===== src/hdl/spdq_pkg.sv =====
// ----------------------------------------------------------------------------
// spdq_pkg
// Shared types, constants and helpers for the slot pool with data queue.
// ----------------------------------------------------------------------------
`default_nettype none

package spdq_pkg;

   localparam int SLOTS    = 16;
   localparam int RING_LEN = SLOTS + 1;
   localparam int PTR_W    = $clog2(RING_LEN);
   localparam int SLOT_W   = 4;
   localparam int CNT_W    = 5;
   localparam int OP_W     = 2;

   typedef enum logic [OP_W-1:0] {
      OP_ALLOC   = 2'd0,
      OP_RELEASE = 2'd1,
      OP_PUSH    = 2'd2,
      OP_POP     = 2'd3
   } op_type;

   typedef enum logic [1:0] {
      ST_IDLE,
      ST_EXEC,
      ST_RESP
   } state_type;

   // controller -> datapath commands
   typedef struct packed {
      logic load;   // capture the incoming request
      logic exec;   // run the captured operation
   } dp_cmd_type;

   // advance a ring pointer with wrap at RING_LEN
   function automatic logic [PTR_W-1:0] ring_next(input logic [PTR_W-1:0] p);
      logic [PTR_W-1:0] n;
      if (p == PTR_W'(RING_LEN - 1)) begin
         n = '0;
      end else begin
         n = p + 1'b1;
      end
      return n;
   endfunction

endpackage

`default_nettype wire


===== src/hdl/spdq_ctrl.sv =====
// ----------------------------------------------------------------------------
// spdq_ctrl
// Request sequencer: accept, execute, then hold the response until taken.
// ----------------------------------------------------------------------------
`default_nettype none

module spdq_ctrl
   import spdq_pkg::*;
(
   input  wire logic       clock,
   input  wire logic       reset,
   input  wire logic       req_tvalid,
   output logic            req_tready,
   output logic            rsp_tvalid,
   input  wire logic       rsp_tready,
   output dp_cmd_type      cmd
);

   state_type state_ff;
   state_type state_in;

   always_ff @(posedge clock) begin
      if (reset) begin
         state_ff <= ST_IDLE;
      end else begin
         state_ff <= state_in;
      end
   end

   always_comb begin
      state_in = state_ff;
      unique case (state_ff)
         ST_IDLE: begin
            if (req_tvalid) state_in = ST_EXEC;
         end
         ST_EXEC: begin
            state_in = ST_RESP;
         end
         ST_RESP: begin
            if (rsp_tready) state_in = ST_IDLE;
         end
         default: begin
            state_in = ST_IDLE;
         end
      endcase
   end

   always_comb begin
      req_tready = 1'b0;
      rsp_tvalid = 1'b0;
      cmd        = '0;
      unique case (state_ff)
         ST_IDLE: begin
            req_tready = 1'b1;
            cmd.load   = req_tvalid;
         end
         ST_EXEC: begin
            cmd.exec = 1'b1;
         end
         ST_RESP: begin
            rsp_tvalid = 1'b1;
         end
         default: begin
            req_tready = 1'b0;
         end
      endcase
   end

endmodule

`default_nettype wire


===== src/hdl/spdq_dpath.sv =====
// ----------------------------------------------------------------------------
// spdq_dpath
// Free ring, data ring, pointers and the response registers.
// ----------------------------------------------------------------------------
`default_nettype none

module spdq_dpath
   import spdq_pkg::*;
(
   input  wire logic              clock,
   input  wire logic              reset,
   input  wire dp_cmd_type        cmd,
   input  wire logic [OP_W-1:0]   opcode,
   input  wire logic [SLOT_W-1:0] slot_in,
   output logic                   status,
   output logic [SLOT_W-1:0]      slot_out,
   output logic [CNT_W-1:0]       queued_count
);

   logic [SLOT_W-1:0] free_ring_ff [RING_LEN];
   logic [SLOT_W-1:0] data_ring_ff [RING_LEN];

   op_type            op_ff;
   logic [SLOT_W-1:0] slot_ff;

   logic [PTR_W-1:0]  free_head_ff, free_tail_ff;
   logic [PTR_W-1:0]  data_head_ff, data_tail_ff;
   logic [CNT_W-1:0]  data_count_ff, data_count_in;

   logic [SLOT_W-1:0] free_rd_ff, data_rd_ff;
   logic              status_ff, take_ff, sel_data_ff;

   logic free_empty, free_full, data_empty, data_full, fail;

   // request capture
   always_ff @(posedge clock) begin
      if (cmd.load) begin
         op_ff   <= op_type'(opcode);
         slot_ff <= slot_in;
      end
   end

   assign free_empty = (free_head_ff == free_tail_ff);
   assign free_full  = (ring_next(free_tail_ff) == free_head_ff);
   assign data_empty = (data_head_ff == data_tail_ff);
   assign data_full  = (ring_next(data_tail_ff) == data_head_ff);

   always_comb begin
      fail          = 1'b0;
      data_count_in = data_count_ff;
      case (op_ff)
         OP_ALLOC:   fail = free_empty;
         OP_RELEASE: fail = free_full;
         OP_PUSH: begin
            fail = data_full;
            if (!data_full) data_count_in = data_count_ff + 1'b1;
         end
         default: begin
            fail = data_empty;
            if (!data_empty) data_count_in = data_count_ff - 1'b1;
         end
      endcase
   end

   // pointers and count
   always_ff @(posedge clock) begin
      if (reset) begin
         free_head_ff  <= '0;
         free_tail_ff  <= PTR_W'(SLOTS);
         data_head_ff  <= '0;
         data_tail_ff  <= '0;
         data_count_ff <= '0;
      end else if (cmd.exec && !fail) begin
         data_count_ff <= data_count_in;
         case (op_ff)
            OP_ALLOC:   free_head_ff <= ring_next(free_head_ff);
            OP_RELEASE: free_tail_ff <= ring_next(free_tail_ff);
            OP_PUSH:    data_tail_ff <= ring_next(data_tail_ff);
            default:    data_head_ff <= ring_next(data_head_ff);
         endcase
      end
   end

   // free ring: entry i holds i (truncated to SLOT_W bits) after reset
   always_ff @(posedge clock) begin
      if (reset) begin
         for (int i = 0; i < RING_LEN; i++) begin
            free_ring_ff[i] <= SLOT_W'(i);
         end
      end else if (cmd.exec && !fail && op_ff == OP_RELEASE) begin
         free_ring_ff[free_tail_ff] <= slot_ff;
      end
   end

   // data ring: no reset, only entries between head and tail reach slot_out
   always_ff @(posedge clock) begin
      if (cmd.exec && !fail && op_ff == OP_PUSH) begin
         data_ring_ff[data_tail_ff] <= slot_ff;
      end
   end

   // registered reads and response
   always_ff @(posedge clock) begin
      if (cmd.exec) begin
         free_rd_ff   <= free_ring_ff[free_head_ff];
         data_rd_ff   <= data_ring_ff[data_head_ff];
         status_ff    <= fail;
         take_ff      <= !fail && (op_ff == OP_ALLOC || op_ff == OP_POP);
         sel_data_ff  <= (op_ff == OP_POP);
      end
   end

   assign status       = status_ff;
   assign slot_out     = take_ff ? (sel_data_ff ? data_rd_ff : free_rd_ff) : '0;
   assign queued_count = data_count_ff;

endmodule

`default_nettype wire


===== src/hdl/slot_pool_with_data_queue.sv =====
// Sequence: the accepting edge moves the sequencer to EXEC, which updates the rings and
//   loads the response registers; RESP then holds the response valid until taken.
// Flow: the sequencer holds one request at a time and waits for the response to be
//   taken before accepting the next.
// Reset: synchronous, active high; free ring reloaded with slots 0..SLOTS-1,
//   data ring empty, queued count zero. No clearing pass; ready right after reset.
// ----------------------------------------------------------------------------
// slot_pool_with_data_queue
// Buffer slot manager: a free ring of slot indices and a data queue ring.
// ----------------------------------------------------------------------------
`default_nettype none

module slot_pool_with_data_queue
   import spdq_pkg::*;
(
   input  wire logic        clock,
   input  wire logic        reset,
   // request channel
   input  wire logic        req_tvalid,
   output logic             req_tready,
   input  wire logic [7:0]  req_tdata,   // [1:0] opcode, [5:2] slot_in, [7:6] zero
   // response channel
   output logic             rsp_tvalid,
   input  wire logic        rsp_tready,
   output logic [15:0]      rsp_tdata    // [0] status, [4:1] slot_out,
                                         // [9:5] queued_count, [15:10] zero
);

   dp_cmd_type        cmd;
   logic              status;
   logic [SLOT_W-1:0] slot_out;
   logic [CNT_W-1:0]  queued_count;

   // sequencer: IDLE takes a request, EXEC updates rings, RESP holds result
   spdq_ctrl u_ctrl (
      .clock      (clock),
      .reset      (reset),
      .req_tvalid (req_tvalid),
      .req_tready (req_tready),
      .rsp_tvalid (rsp_tvalid),
      .rsp_tready (rsp_tready),
      .cmd        (cmd)
   );

   // rings, pointers, data count and response registers
   spdq_dpath u_dpath (
      .clock        (clock),
      .reset        (reset),
      .cmd          (cmd),
      .opcode       (req_tdata[1:0]),
      .slot_in      (req_tdata[5:2]),
      .status       (status),
      .slot_out     (slot_out),
      .queued_count (queued_count)
   );

   // high response bits are zero padding
   assign rsp_tdata = {6'd0, queued_count, slot_out, status};

endmodule

`default_nettype wire


===== config.mk =====
export PLATFORM = sky130hd
export DESIGN_NAME = slot_pool_with_data_queue
export DESIGN_NICKNAME = d
export VERILOG_FILES = /design/src/hdl/spdq_pkg.sv /design/src/hdl/spdq_ctrl.sv /design/src/hdl/spdq_dpath.sv /design/src/hdl/slot_pool_with_data_queue.sv
export SDC_FILE = /design/constraint.sdc
export NUM_CORES = 1
export LEC_CHECK = 0
export ABC_AREA = 1
export BUFFER_PORTS_ARGS = -buffer_cell sky130_fd_sc_hd__buf_2
export CORE_ASPECT_RATIO = 1.2
export CORE_MARGIN = 8
export CORE_UTILIZATION = 45
export DETAILED_ROUTE_END_ITERATION = 12
export HOLD_SLACK_MARGIN = 0.02
export SKIP_LAST_GASP = 1
export SYNTH_ARGS = -nofsm -noshare
export SYNTH_HDL_FRONTEND = slang
export SYNTH_SLANG_ARGS = --single-unit

===== constraint.sdc =====
create_clock -name clock -period 2.64 [get_ports clock]
set_input_delay 0.66 -clock clock [delete_from_list [all_inputs] [get_ports clock]]
set_output_delay 0.66 -clock clock [all_outputs]
set_load 0.01 [all_outputs]

==> flow_summary.json <==
{
  "syn_inst": 1142,
  "worstSetupPathType": "reg -> reg",
  "power_density_nw_per_um2": 633,
  "grt_pass1_wl_um": 45500,
  "die_width_um": 161,
  "final_cell_mix": "edfxtp_1 (213), nor2_1 (191), nand2_1 (142), o21ai_0 (114), buf_4 (113)",
  "syn2layout_area_growth_pct": 17.4,
  "crit_path_end_kind": "flip-flop",
  "dieArea_sq_um": 30700,
  "drtPass1Iterations": 7,
  "layout-drive-gt1-share_pct": 17.3,
  "timing.final.max_slew_violations": 0,
  "cts_buffer_depth": 3,
  "fmax_ghz": 0.399,
  "slowest_delay_ns": 0.40,
  "maxCapViolCount": 0,
  "dpl.hpwl_um": 19200,
  "initial_core_util_pct": 45.3,
  "syn_area_sq_um": 11400,
  "fin_crit_ns": 2.51,
  "fin_crit_sh_pct": 94.9,
  "hold_path.class": "in -> reg",
  "path_cells": "inv_1, ha_2, buf_4, nand3_1, nand2_1, nand2_1, nand2_1, nor2_1, nand3_1, nand2_2, nand2_8, nand4_4, nor3_1, buf_4",
  "ir_drop_uv": 532,
  "antenna_found_initial": 0,
  "cp_slowest_cell": "edfxtp_1",
  "vias_per_cell": 5.39,
  "yosys_warnings": 0,
  "cp.buffers_inverters": 3,
  "slew_headroom_pct": 43.8,
  "final_common_cell": "edfxtp_1",
  "grt_max_degree": 52,
  "critical_path.top_delay_family": "simple AND/OR/NAND/NOR gates",
  "htreeDepth": 1,
  "cp_common_cell": "nand2_1",
  "io_buffers": 21,
  "wl_um": 29200,
  "worst_pin_slew_ns": 0.837,
  "clockRootBuffer": "clkbuf_16",
  "drc_errors": 0,
  "ys_seq_area_share_pct": 60.8,
  "critical_path_required_ns": 2.90,
  "clock_sinks": 240,
  "rows": 64,
  "grt_pass1_vias": 8440,
  "tns_ns": 0,
  "fill_cells": 2245,
  "ios": 30,
  "cts_buffers": 26,
  "synth-seq-cells": 240,
  "die-height_um": 190,
  "final_nets": 1276,
  "drtAntennaViolNets": 0,
  "via_count": 8587,
  "synth_cell_types": 42,
  "finalHoldViolations": 0,
  "core_sq_um": 25200,
  "fin_util_pct": 53.1,
  "power.leakage_uw": 0.00488,
  "insertedDiodeCount": 0,
  "setup_viol": 0,
  "status": "complete, no violations",
  "grt_usage_pct": 18.7,
  "gr-total-overflow": 0,
  "cp-start-kind": "flip-flop",
  "wl_per_cell_um": 18.3,
  "place_congestion": 0.851,
  "cts_tree": "yes",
  "cp_max_fo": 9,
  "clk_latency_ns": 0.55,
  "first_iter_violations": 652,
  "clkTransAtPathRegs_ns": 0.06,
  "skew_ns": 0.0213,
  "crit_arrival_ns": 2.77,
  "holdBufCountCts": 0,
  "syn_area_per_cell_sq_um": 10.0,
  "total_power_uw": 8480
}
-- where the power goes --
part           internal, uW  switching [uW]
Combinational           210             436
Sequential             4190            36.1
Clock                  2100            1510
-- sequential cells by signal (all words and copies together) (netlist names), 4 cells and up --
| signal | cells |
|---|---|
| u_dpath.free_ring_ff | 128 |
| u_dpath.data_ring_ff | 68 |
| u_dpath.data_head_ff | 5 |
| u_dpath.data_tail_ff | 5 |
| u_dpath.free_head_ff | 5 |
| u_dpath.free_tail_ff | 5 |
| u_dpath.queued_count | 5 |
| u_dpath.data_rd_ff | 4 |
| u_dpath.free_rd_ff | 4 |
| u_dpath.slot_ff | 4 |
-- area by class of cell --
class	instances	area [sq um]	area share, %
Clock buffer	36	718	5.36
Inverter	95	359	2.68
Timing Repair Buffer	138	1020	7.64
Sequential cell	240	6940	51.8
Clock inverter	12	126	0.943
Tap cell	330	413	3.08
Multi-Input combinational cell	742	3820	28.5
-- cells by family (layout without fill, tap and decap cells) --
group | Yosys count | after routing | synth area share (%)
buf+inv | 166 | 281 | 6.61
flops | 240 | 240 | 60.8
simple gates | 516 | 517 | 20.2
other cells | 1 | 6 | 0.0329
xor+xnor | 9 | 9 | 0.691
compound gates | 189 | 189 | 9.35
fa+ha+maj | 21 | 21 | 2.37
-- synthesized netlist by cell type, drive strengths merged --
cell type / count / area (sq um)
nand4: 26 / 193
or2: 1 / 6.26
clkinv: 6 / 22.5
a41oi: 4 / 35.0
o211ai: 2 / 15.0
ha: 20 / 250
a21oi: 10 / 53.8
conb: 1 / 3.75
and3b: 1 / 8.76
dfxtp: 27 / 541
fa: 1 / 20.0
o221ai: 14 / 123
nand2: 149 / 572
edfxtp: 213 / 6400
nor4: 1 / 6.26
buf: 30 / 243
o21a: 1 / 7.51
xor2: 3 / 26.3
nor3: 56 / 305
nor2: 199 / 762
nand3b: 1 / 7.51
o21ai: 124 / 621
nand3: 82 / 443
o22ai: 34 / 213
inv: 89 / 334
clkbuf: 41 / 155
xnor2: 6 / 52.6
-- worst paths after layout --
check	endpoint	depth (start not counted)	slack, ns	from
worst min register to register	u_ctrl.state_ff[0]	1	0.53	u_ctrl.state_ff[0]
worst max register to register	u_dpath.free_ring_ff[27][2]	14	0.13	u_dpath.op_ff[1]
worst min-delay path	u_dpath.slot_ff[3]	1	0.30	req_tdata[5]
worst max-delay path	u_dpath.free_ring_ff[27][2]	14	0.13	u_dpath.op_ff[1]
-- metal layers --
| layer | global-route usage [%] | wire, um | share of wire [%] | up-vias |
|---|---|---|---|---|
| li1 | - | - | - | 4183 |
| met1 | 21.7 | 11600 | 40 | 4110 |
| met2 | 34.1 | 15100 | 52 | 227 |
| met3 | 2.96 | 1500 | 5.1 | 67 |
| met4 | 7.31 | 992 | 3.4 | 0 |
| met5 | 0 | 0 | 0 | - |
-- per-stage QoR --
step,area (sq um),setup slack (ns),hold WS (ns),instances
floorplan,11400,0.194,0.481,1147
global route,13400,-0.00233,0.288,1593
detailed placement,12500,-0.0137,0.514,1542
finish,13400,0.134,0.302,1593
global placement,12500,0.0269,0.510,1542
CTS,13300,0.0119,0.282,1592
-- repair_timing --
item,4_1_cts,5_1_grt
setup endpoints to repair,12,224
setup buffers,2,0
resized for setup,0,30
pin swaps,1,1
cloned,0,1
Note: power is estimated with default switching activity, not from simulation.
